File: config.mk
export PLATFORM = sky130hd
export DESIGN_NAME = i2c_eeprom_byte_access_master_flat
export DESIGN_NICKNAME = d
export VERILOG_FILES = /design/src/design/i2cee_pkg.sv /design/src/design/i2cee_if.sv /design/src/design/i2cee_step.sv /design/src/design/i2c_eeprom_byte_access_master.sv /design/src/flat_wrapper.sv
export SDC_FILE = /design/constraint.sdc
export NUM_CORES = 1
export LEC_CHECK = 0
export ABC_AREA = 0
export BUFFER_PORTS_ARGS = -buffer_cell sky130_fd_sc_hd__buf_4
export CAP_MARGIN = 0
export CORE_MARGIN = 8
export CORE_UTILIZATION = 50
export CTS_CLUSTER_SIZE = 30
export DETAILED_ROUTE_END_ITERATION = 10
export PLACE_DENSITY_LB_ADDON = 0.3
export REMOVE_ABC_BUFFERS = 1
export SYNTH_ARGS = -nofsm -noshare
export SYNTH_HDL_FRONTEND = slang
export SYNTH_SLANG_ARGS = --single-unit
File: constraint.sdc
create_clock -name clk -period 4 [get_ports clk]
set_input_delay 0.8 -clock clk [delete_from_list [all_inputs] [get_ports clk]]
set_output_delay 0.8 -clock clk [all_outputs]
set_load 0.01 [all_outputs]
File: src/design/i2cee_pkg.sv
// Package for the I2C EEPROM byte access master.
// Holds sequence step codes, the sequencer state and bus result types, and helpers.
// No dependencies.
`default_nettype none

package i2cee_pkg;

  localparam int StepW = 4;

  localparam logic [StepW-1:0] ST_IDLE     = 4'd0;
  localparam logic [StepW-1:0] ST_START    = 4'd1;
  localparam logic [StepW-1:0] ST_DEVW     = 4'd2;
  localparam logic [StepW-1:0] ST_DEVW_ACK = 4'd3;
  localparam logic [StepW-1:0] ST_ADRH     = 4'd4;
  localparam logic [StepW-1:0] ST_ADRH_ACK = 4'd5;
  localparam logic [StepW-1:0] ST_ADRL     = 4'd6;
  localparam logic [StepW-1:0] ST_ADRL_ACK = 4'd7;
  localparam logic [StepW-1:0] ST_DATA     = 4'd8;
  localparam logic [StepW-1:0] ST_DATA_ACK = 4'd9;
  localparam logic [StepW-1:0] ST_RESTART  = 4'd10;
  localparam logic [StepW-1:0] ST_DEVR     = 4'd11;
  localparam logic [StepW-1:0] ST_DEVR_ACK = 4'd12;
  localparam logic [StepW-1:0] ST_RECV     = 4'd13;
  localparam logic [StepW-1:0] ST_MNACK    = 4'd14;
  localparam logic [StepW-1:0] ST_STOP     = 4'd15;

  // Configuration register indexes
  localparam logic CFG_PHASE_TICKS = 1'b0;
  localparam logic CFG_DEV_ADDR    = 1'b1;

  localparam logic [15:0] PHASE_TICKS_RST = 16'd50;
  localparam logic [6:0]  DEV_ADDR_RST    = 7'h50;

  typedef struct packed {
    logic [StepW-1:0] step;
    logic [1:0]       quarter;
    logic [2:0]       bit_cnt;
    logic [7:0]       shift;
    logic [15:0]      addr;
    logic [7:0]       data;
    logic             func;
    logic [7:0]       rx;
    logic             err;
  } seq_state_t;

  typedef struct packed {
    logic       scl_level;
    logic       sda_drive_low;
    logic       busy_res;
    logic       done_res;
    logic [7:0] read_data;
    logic       nack_error;
  } bus_res_t;

  function automatic logic is_send(input logic [StepW-1:0] s);
    return (s == ST_DEVW) || (s == ST_ADRH) || (s == ST_ADRL) || (s == ST_DATA) ||
           (s == ST_DEVR);
  endfunction

  function automatic logic is_ack(input logic [StepW-1:0] s);
    return (s == ST_DEVW_ACK) || (s == ST_ADRH_ACK) || (s == ST_ADRL_ACK) ||
           (s == ST_DATA_ACK) || (s == ST_DEVR_ACK);
  endfunction

endpackage

`default_nettype wire

File: src/design/i2cee_if.sv
// Valid/ready channel interfaces for the I2C EEPROM byte access master.
// Depends on nothing; one interface for requests in, one for bus results out.
`default_nettype none

interface i2cee_in_if;
  logic        valid;
  logic        ready;
  logic        req_valid;
  logic        func;
  logic [15:0] mem_address;
  logic [7:0]  write_data;
  logic        sda_in;

  modport source (output valid, req_valid, func, mem_address, write_data, sda_in,
                  input ready);
  modport sink (input valid, req_valid, func, mem_address, write_data, sda_in,
                output ready);
endinterface

interface i2cee_out_if;
  logic       valid;
  logic       ready;
  logic       scl_level;
  logic       sda_drive_low;
  logic       busy_res;
  logic       done_res;
  logic [7:0] read_data;
  logic       nack_error;

  modport source (output valid, scl_level, sda_drive_low, busy_res, done_res, read_data,
                  nack_error, input ready);
  modport sink (input valid, scl_level, sda_drive_low, busy_res, done_res, read_data,
                nack_error, output ready);
endinterface

`default_nettype wire

File: src/design/i2cee_step.sv
// One tick of the I2C EEPROM bus sequencer: next state and bus levels.
// Purely combinational; uses i2cee_pkg.
`default_nettype none

module i2cee_step #(
  parameter int TICK_COUNT_BITS = 16
) (
  input  wire i2cee_pkg::seq_state_t cur,
  input  wire [TICK_COUNT_BITS-1:0]  tick,
  input  wire [15:0]                 phase_ticks,
  input  wire [6:0]                  dev_addr,
  input  wire                        req_valid,
  input  wire                        func,
  input  wire [15:0]                 mem_address,
  input  wire [7:0]                  write_data,
  input  wire                        sda_in,
  output i2cee_pkg::seq_state_t      nxt,
  output logic [TICK_COUNT_BITS-1:0] tick_nxt,
  output i2cee_pkg::bus_res_t        res
);

  localparam int CW = ((TICK_COUNT_BITS > 16) ? TICK_COUNT_BITS : 16) + 1;

  logic [CW-1:0] tick_inc;
  logic [CW-1:0] lim_raw;
  logic [CW-1:0] lim_cap;
  logic [CW-1:0] lim;
  logic          qend;
  logic          done;

  assign tick_inc = CW'(tick) + CW'(1);
  assign lim_raw  = (phase_ticks == 16'd0) ? CW'(1) : CW'(phase_ticks);
  assign lim_cap  = CW'(1) << TICK_COUNT_BITS;
  assign lim      = (lim_raw > lim_cap) ? lim_cap : lim_raw;
  assign qend     = (tick_inc >= lim);

  always_comb begin
    nxt      = cur;
    tick_nxt = tick;
    done     = 1'b0;
    if (cur.step == i2cee_pkg::ST_IDLE) begin
      if (req_valid) begin
        nxt.func    = func;
        nxt.addr    = mem_address;
        nxt.data    = write_data;
        nxt.err     = 1'b0;
        if (func) begin
          nxt.rx = 8'd0;
        end
        nxt.step    = i2cee_pkg::ST_START;
        nxt.quarter = 2'd0;
        nxt.bit_cnt = 3'd0;
        tick_nxt    = '0;
      end
    end else begin
      // Sample SDA at the last tick of the second high quarter
      if (qend && (cur.quarter == 2'd2)) begin
        if (i2cee_pkg::is_ack(cur.step) && sda_in) begin
          nxt.err = 1'b1;
        end
        if (cur.step == i2cee_pkg::ST_RECV) begin
          nxt.shift = {cur.shift[6:0], sda_in};
        end
      end
      if (!qend) begin
        tick_nxt = tick_inc[TICK_COUNT_BITS-1:0];
      end else begin
        tick_nxt = '0;
        if (cur.quarter != 2'd3) begin
          nxt.quarter = cur.quarter + 2'd1;
        end else begin
          nxt.quarter = 2'd0;
          if (i2cee_pkg::is_send(cur.step)) begin
            nxt.shift   = {cur.shift[6:0], 1'b0};
            nxt.bit_cnt = cur.bit_cnt + 3'd1;
            if (cur.bit_cnt == 3'd7) begin
              nxt.step = cur.step + i2cee_pkg::StepW'(1);
            end
          end else if (i2cee_pkg::is_ack(cur.step) && cur.err) begin
            nxt.step = i2cee_pkg::ST_STOP;
          end else begin
            unique case (cur.step)
              i2cee_pkg::ST_START: begin
                nxt.step    = i2cee_pkg::ST_DEVW;
                nxt.bit_cnt = 3'd0;
                nxt.shift   = {dev_addr, 1'b0};
              end
              i2cee_pkg::ST_DEVW_ACK: begin
                nxt.step    = i2cee_pkg::ST_ADRH;
                nxt.bit_cnt = 3'd0;
                nxt.shift   = cur.addr[15:8];
              end
              i2cee_pkg::ST_ADRH_ACK: begin
                nxt.step    = i2cee_pkg::ST_ADRL;
                nxt.bit_cnt = 3'd0;
                nxt.shift   = cur.addr[7:0];
              end
              i2cee_pkg::ST_ADRL_ACK: begin
                if (cur.func) begin
                  nxt.step = i2cee_pkg::ST_RESTART;
                end else begin
                  nxt.step    = i2cee_pkg::ST_DATA;
                  nxt.bit_cnt = 3'd0;
                  nxt.shift   = cur.data;
                end
              end
              i2cee_pkg::ST_DATA_ACK: nxt.step = i2cee_pkg::ST_STOP;
              i2cee_pkg::ST_RESTART: begin
                nxt.step    = i2cee_pkg::ST_DEVR;
                nxt.bit_cnt = 3'd0;
                nxt.shift   = {dev_addr, 1'b1};
              end
              i2cee_pkg::ST_DEVR_ACK: begin
                nxt.step    = i2cee_pkg::ST_RECV;
                nxt.bit_cnt = 3'd0;
                nxt.shift   = 8'd0;
              end
              i2cee_pkg::ST_RECV: begin
                nxt.bit_cnt = cur.bit_cnt + 3'd1;
                if (cur.bit_cnt == 3'd7) begin
                  nxt.rx   = cur.shift;
                  nxt.step = i2cee_pkg::ST_MNACK;
                end
              end
              i2cee_pkg::ST_MNACK: nxt.step = i2cee_pkg::ST_STOP;
              default: begin
                nxt.step = i2cee_pkg::ST_IDLE;
                done     = 1'b1;
              end
            endcase
          end
        end
      end
    end
  end

  // Bus levels from the updated state
  always_comb begin
    res.scl_level     = 1'b1;
    res.sda_drive_low = 1'b0;
    if (nxt.step != i2cee_pkg::ST_IDLE) begin
      res.scl_level = (nxt.quarter == 2'd1) || (nxt.quarter == 2'd2);
      if ((nxt.step == i2cee_pkg::ST_START) || (nxt.step == i2cee_pkg::ST_RESTART)) begin
        res.sda_drive_low = nxt.quarter[1];
      end else if (nxt.step == i2cee_pkg::ST_STOP) begin
        res.scl_level     = (nxt.quarter != 2'd0);
        res.sda_drive_low = !nxt.quarter[1];
      end else if (i2cee_pkg::is_send(nxt.step)) begin
        res.sda_drive_low = !nxt.shift[7];
      end
    end
    res.busy_res   = (nxt.step != i2cee_pkg::ST_IDLE);
    res.done_res   = done;
    res.read_data  = nxt.rx;
    res.nack_error = nxt.err;
  end

endmodule

`default_nettype wire

File: src/design/i2c_eeprom_byte_access_master.sv
// Top level of the I2C master for two-byte-addressed EEPROMs.
// Uses i2cee_pkg, the channel interfaces in i2cee_if.sv and the sequencer i2cee_step.
`default_nettype none

// Every request on the input channel is one tick of the bus sequencer: it may
// carry a new access (taken only while idle) and always carries the sampled
// SDA level. Each request yields exactly one result with the SCL/SDA levels
// to drive after that tick, busy/done status, the last read byte and the
// NACK flag. The block takes one request per clock cycle unless the sink holds
// a waiting result: the sequencer update is a single combinational pass from
// the state registers into the result register, and in_chan.ready stays high
// while the result register is empty or being drained, so a waiting result
// stalls the input only while the sink holds it. A write access spans
// 1 + 4*9 + STOP slots, a read 1 + 3*9 + 1 + 9 + 8 + 1 + STOP slots, each
// slot four quarters of phase_ticks requests (zero counts as one). A missing
// acknowledge sets nack_error, sends STOP after that slot, finishes with done.
// Write the configuration registers only while no access is in progress.

module i2c_eeprom_byte_access_master #(
  parameter int TICK_COUNT_BITS = 16
) (
  input  wire        clk,
  input  wire        rst_n,
  i2cee_in_if.sink   in_chan,
  i2cee_out_if.source out_chan,
  input  wire        cfg_we,
  input  wire        cfg_index,
  input  wire [15:0] cfg_wdata
);

  // Configuration registers
  logic [15:0] phase_ticks_r;
  logic [6:0]  dev_addr_r;

  // Sequencer state
  i2cee_pkg::seq_state_t        state_r;
  i2cee_pkg::seq_state_t        state_nxt;
  logic [TICK_COUNT_BITS-1:0]   tick_r;
  logic [TICK_COUNT_BITS-1:0]   tick_nxt;

  // Result register
  i2cee_pkg::bus_res_t res_nxt;
  i2cee_pkg::bus_res_t res_r;
  logic                out_valid_r;

  logic in_take;

  assign in_chan.ready = !out_valid_r || out_chan.ready;
  assign in_take       = in_chan.valid && in_chan.ready;

  always_ff @(posedge clk) begin
    if (!rst_n) begin
      phase_ticks_r <= i2cee_pkg::PHASE_TICKS_RST;
      dev_addr_r    <= i2cee_pkg::DEV_ADDR_RST;
    end else if (cfg_we) begin
      unique case (cfg_index)
        i2cee_pkg::CFG_PHASE_TICKS: phase_ticks_r <= cfg_wdata;
        i2cee_pkg::CFG_DEV_ADDR:    dev_addr_r    <= cfg_wdata[6:0];
        default: ;
      endcase
    end
  end

  i2cee_step #(
    .TICK_COUNT_BITS(TICK_COUNT_BITS)
  ) u_step (
    .cur         (state_r),
    .tick        (tick_r),
    .phase_ticks (phase_ticks_r),
    .dev_addr    (dev_addr_r),
    .req_valid   (in_chan.req_valid),
    .func        (in_chan.func),
    .mem_address (in_chan.mem_address),
    .write_data  (in_chan.write_data),
    .sda_in      (in_chan.sda_in),
    .nxt         (state_nxt),
    .tick_nxt    (tick_nxt),
    .res         (res_nxt)
  );

  // Advance the sequencer and load the result on every accepted request
  always_ff @(posedge clk) begin
    if (!rst_n) begin
      state_r     <= '0;
      tick_r      <= '0;
      out_valid_r <= 1'b0;
    end else begin
      if (in_take) begin
        state_r     <= state_nxt;
        tick_r      <= tick_nxt;
        out_valid_r <= 1'b1;
      end else if (out_chan.ready) begin
        out_valid_r <= 1'b0;
      end
    end
  end

  // Payload needs no reset
  always_ff @(posedge clk) begin
    if (in_take) begin
      res_r <= res_nxt;
    end
  end

  assign out_chan.valid         = out_valid_r;
  assign out_chan.scl_level     = res_r.scl_level;
  assign out_chan.sda_drive_low = res_r.sda_drive_low;
  assign out_chan.busy_res      = res_r.busy_res;
  assign out_chan.done_res      = res_r.done_res;
  assign out_chan.read_data     = res_r.read_data;
  assign out_chan.nack_error    = res_r.nack_error;

  // A finished access reports done with busy already dropped
  a_done_not_busy: assert property (@(posedge clk) disable iff (!rst_n)
    out_valid_r && res_r.done_res |-> !res_r.busy_res)
    else $error("done reported while busy");

  // An idle bus is released on both lines
  a_idle_released: assert property (@(posedge clk) disable iff (!rst_n)
    out_valid_r && !res_r.busy_res |-> res_r.scl_level && !res_r.sda_drive_low)
    else $error("bus driven while idle");

  // A request taken while idle starts an access with a clean error flag
  a_start_busy: assert property (@(posedge clk) disable iff (!rst_n)
    in_take && (state_r.step == i2cee_pkg::ST_IDLE) && in_chan.req_valid
    |=> out_valid_r && res_r.busy_res && !res_r.nack_error)
    else $error("access did not start");

  // The tick counter and the step stay put while no request is taken
  a_tick_hold: assert property (@(posedge clk) disable iff (!rst_n)
    !in_take |=> $stable(tick_r) && $stable(state_r.step))
    else $error("sequencer moved without a request");

endmodule

`default_nettype wire

File: src/flat_wrapper.sv
// flat-port wrapper written by rule: the top's interface ports become plain ports
module i2c_eeprom_byte_access_master_flat 
#(
  parameter int TICK_COUNT_BITS = 16
)
  (clk, rst_n, cfg_we, cfg_index, cfg_wdata, in_chan_valid, in_chan_req_valid, in_chan_func, in_chan_mem_address, in_chan_write_data, in_chan_sda_in, in_chan_ready, out_chan_valid, out_chan_scl_level, out_chan_sda_drive_low, out_chan_busy_res, out_chan_done_res, out_chan_read_data, out_chan_nack_error, out_chan_ready);
  i2cee_in_if in_chan_i ();
  i2cee_out_if out_chan_i ();
  input  wire clk;
  input  wire rst_n;
  input  wire cfg_we;
  input  wire cfg_index;
  input  wire [15:0] cfg_wdata;
  input wire logic [$bits(in_chan_i.valid)-1:0] in_chan_valid;
  input wire logic [$bits(in_chan_i.req_valid)-1:0] in_chan_req_valid;
  input wire logic [$bits(in_chan_i.func)-1:0] in_chan_func;
  input wire logic [$bits(in_chan_i.mem_address)-1:0] in_chan_mem_address;
  input wire logic [$bits(in_chan_i.write_data)-1:0] in_chan_write_data;
  input wire logic [$bits(in_chan_i.sda_in)-1:0] in_chan_sda_in;
  output wire logic [$bits(in_chan_i.ready)-1:0] in_chan_ready;
  output wire logic [$bits(out_chan_i.valid)-1:0] out_chan_valid;
  output wire logic [$bits(out_chan_i.scl_level)-1:0] out_chan_scl_level;
  output wire logic [$bits(out_chan_i.sda_drive_low)-1:0] out_chan_sda_drive_low;
  output wire logic [$bits(out_chan_i.busy_res)-1:0] out_chan_busy_res;
  output wire logic [$bits(out_chan_i.done_res)-1:0] out_chan_done_res;
  output wire logic [$bits(out_chan_i.read_data)-1:0] out_chan_read_data;
  output wire logic [$bits(out_chan_i.nack_error)-1:0] out_chan_nack_error;
  input wire logic [$bits(out_chan_i.ready)-1:0] out_chan_ready;
  assign in_chan_i.valid = in_chan_valid;
  assign in_chan_i.req_valid = in_chan_req_valid;
  assign in_chan_i.func = in_chan_func;
  assign in_chan_i.mem_address = in_chan_mem_address;
  assign in_chan_i.write_data = in_chan_write_data;
  assign in_chan_i.sda_in = in_chan_sda_in;
  assign in_chan_ready = in_chan_i.ready;
  assign out_chan_valid = out_chan_i.valid;
  assign out_chan_scl_level = out_chan_i.scl_level;
  assign out_chan_sda_drive_low = out_chan_i.sda_drive_low;
  assign out_chan_busy_res = out_chan_i.busy_res;
  assign out_chan_done_res = out_chan_i.done_res;
  assign out_chan_read_data = out_chan_i.read_data;
  assign out_chan_nack_error = out_chan_i.nack_error;
  assign out_chan_i.ready = out_chan_ready;
  i2c_eeprom_byte_access_master #(.TICK_COUNT_BITS(TICK_COUNT_BITS)) u_core (.clk(clk), .rst_n(rst_n), .in_chan(in_chan_i), .out_chan(out_chan_i), .cfg_we(cfg_we), .cfg_index(cfg_index), .cfg_wdata(cfg_wdata));
endmodule
==> summary.md <==
| Metric | Value |
|---|---|
| DR vias | 5231 |
| H-tree depth | 3 |
| Routed Antenna Nets | 0 |
| Dominant synthesized flop cell | dfxtp_1 |
| Crit-path slowest cell | a211oi_4 |
| Ant diodes | 0 |
| Register area share after synthesis | 37.2% |
| Initial DRC Count | 450 |
| Vias per cell | 5.80 |
| RR Endpoint | u_core.out_chan.scl_level |
| NumNets Final | 826 |
| First-pass GRT wire length | 24.9 mm |
| WP depth | 13 |
| Worst r2r src | u_core.tick_r[2] |
| Slew Limit Headroom | 50.2% |
| CTS Buf Count | 9 |
| Die area | 15700 µm² |
| Largest net degree at the start of global routing | 92 |
| Core Area | 11800 µm² |
| WP data required | 4.11 ns |
| Die span in y | 125 µm |
| Max FO, Critical Path | 7 |
| Async set-or-reset flop fraction in the synthesized netlist | 0% |
| Post-route cell area | 6900 µm² |
| CTS tree | done |
| Fin crit share | 94.3% |
| Synth cell types | 79 |
| CTS Hold Bufs | 0 |
| Root Buffer | clkbuf_16 |
| Synth top cells by count | nand2_1, dfxtp_1, a21boi_0 |
| Max clock buf depth | 2 |
| First-pass iteration count of the detailed router | 6 |
| Place WS | 0.212 ns |
| Setup-failing EPs final | 0 |
| P&R area growth vs syn | 16.0% |
| Clk pin slew, worst setup/hold paths | 0.07 ns |
| Peak VDD IR | 216 µV |
| Final wirelength | 14.8 mm |
| Die width | 125 µm |
| Yosys top cell area share | 30.6% |
| FMAX | 265 MHz |
| Crit Path Class | reg -> reg |
| Pwr dens | 348 nW/µm² |
| Total power | 2.40 mW |
| Max-slew violations | 0 |
| Mean Syn Cell Area | 8.50 µm² |
| Post-synthesis sequential element count | 104 |
| Post-synth EDFFs | 13 |
| Setup slack after layout | 0.227 ns |
| Largest stage delay on the critical path | 0.46 ns |
| Status | finished, final reports clean |
| Reg2Reg Setup Slack | 0.23 ns |
| Io pins | 64 |
| Final Hold Fails | 0 |
| Antenna violations before repair | 0 |
| Worst hold path startpoint | u_core.state_r[11] |
| Endpoint class of the critical path | register |
| Final Core Density | 58.4% |
| CP arrival | 3.89 ns |
| Number of buffers and inverters on the critical path | 0 |
| Initial Utilization | 50.4% |
| Worst r2r path cells | 13 |
| Max-Cap Viols | 0 |
| CP startpoint kind | register |
| Worst-path cell chain | nand3_1 -> nor2_1 -> nand3_2 -> nor2_1 -> xor2_1 -> ha_1 -> and3_1 -> a211oi_4 -> a21oi_2 -> a22oi_1 -> ha_1 -> o21bai_1 -> a221o_1 |
| GPL Wtd Cong | 0.909 |
| Remaining DRCs | 0 |
| Port buffer count | 63 |
| Top area cells in the synthesized netlist | dfxtp_1, nand2_1, edfxtp_1 |
| Share of layout cells above drive strength 1 | 16.3% |
| Fillers | 1072 |
| Synth warn | 0 |
| Leak | 2.64 nW |
| Gr usage total | 19.1% |
| Routed len/inst | 16.5 µm |
| Final Skew | 0.00923 ns |
| Clk_lat worst skew | 0.36 ns |
| Hold Crit Class | reg -> reg |
| Row Count | 40 |
| CTS sink count | 104 |
| Synth Instances | 700 |
| Worst-margin pin slew | 0.748 ns |
| DP Area | 6510 µm² |
| Min cycle time layout | 3.77 ns |
| Number of global-route vias before repair | 4986 |
| Critical Path Start | u_core.tick_r[2] |
| Yosys top cell by area | dfxtp_1 |
| Most frequent cell after synthesis | nand2_1 |
| CP Capture Point | u_core.out_chan.scl_level |
| Synthesized area | 5950 µm² |
| DP Wirelength | 10.8 mm |
| Setup TNS Final | 0 ns |
| GRT overflow | 0 |
| Largest delay contributor family on the critical path | compound AO/OA/AOI/OAI gates |
-- logic make-up (layout without fill, tap and decap cells) --
logic type / Yosys count / in the layout / synth area share [%]
AO/OA/AOI/OAI: 202 / 202 / 26.6
AND/OR/NAND/NOR: 284 / 284 / 22.8
XOR/XNOR: 14 / 14 / 2.06
multiplexers: 4 / 4 / 0.883
adder cells (fa/ha/maj): 27 / 27 / 5.68
flip-flops: 104 / 104 / 37.2
buffers and inverters: 65 / 120 / 4.81
-- tightest hold or removal path, cell delays in order, from the launching register on --
cell,delay (ns)
dfxtp_1,0.31
nand2_1,0.05
a21boi_0,0.06
-- cells in the final DEF (no fill, tap or decap), drive strengths merged, types with 7 or more instances in the layout --
master and instances:
o21ai 25, dfxtp 91, clkbuf 10, nand2 137, and3 7, nand3 32, edfxtp 13, nor2b 31
a21oi 28, a21o 8, nor2 30, nand2b 7, xnor2 9, a22oi 26, ha 27, inv 29
a22o 8, a21boi 53, and2 12, buf 77, nor3 8
-- metal layers --
| metal | wire [µm] | vias up | global-route usage, % | part of all wire, % |
|---|---|---|---|---|
| li1 | - | 2601 | - | - |
| met1 | 7240 | 2485 | 25.7 | 49 |
| met2 | 6750 | 132 | 29.5 | 45 |
| met3 | 654 | 13 | 3.87 | 4.4 |
| met4 | 195 | 0 | 7.16 | 1.3 |
| met5 | 0 | - | 0 | 0 |
-- how the worst min path moves through the flow --
stage | cells past startpoint | slack [ns] | end
finish | 2 | 0.47 | u_core.state_r[11]
global route | 2 | 0.49 | u_core.state_r[19]
CTS | 2 | 0.47 | u_core.state_r[16]
detailed placement | 2 | 0.46 | u_core.state_r[16]
global placement | 2 | 0.45 | u_core.state_r[15]
floorplan | 2 | 0.44 | u_core.dev_addr_r[4]
-- flip-flops by register name, summed over array words and instances (netlist names) --
| signal | cells |
|---|---|
| u_core.phase_ticks_r | 16 |
| u_core.state_r | 51 |
| u_core.out_chan.scl_level | 1 |
| u_core.out_chan.read_data | 8 |
| u_core.out_chan.sda_drive_low | 1 |
| u_core.out_chan.nack_error | 1 |
| u_core.out_chan.done_res | 1 |
| u_core.out_chan.valid | 1 |
| u_core.out_chan.busy_res | 1 |
| u_core.dev_addr_r | 7 |
| u_core.tick_r | 16 |
-- cell type report --
type / count / area [µm²] / area share (%)
multi-input combinational: 531 / 3480 / 50.4
inverter: 27 / 101 / 1.47
clock inverter: 6 / 113 / 1.63
tap: 147 / 184 / 2.66
timing repair buffer: 77 / 578 / 8.37
sequential: 104 / 2210 / 32.0
clock buffer: 10 / 239 / 3.46
-- timing repair --
item	in CTS	in global routing
endpoints found under the setup margin	0	3
resized for setup	0	6
setup buffers	0	2
-- power by group --
part | switching [mW] | leakage, nW | internal, mW
combinational | 0.142 | 1.60 | 0.112
sequential | 0.0218 | 0.868 | 1.09
clock | 0.404 | 0.173 | 0.632
total | 0.568 | 2.64 | 1.83
-- per-stage QoR --
| step | cells | hold WS (ns) |
|---|---|---|
| after floorplan | 662 | 0.438 |
| after global placement | 884 | 0.452 |
| after detailed placement | 884 | 0.461 |
| after CTS | 900 | 0.470 |
| after global routing | 902 | 0.487 |
| final | 902 | 0.467 |
No activity file was read; power rests on OpenSTA's default activity.
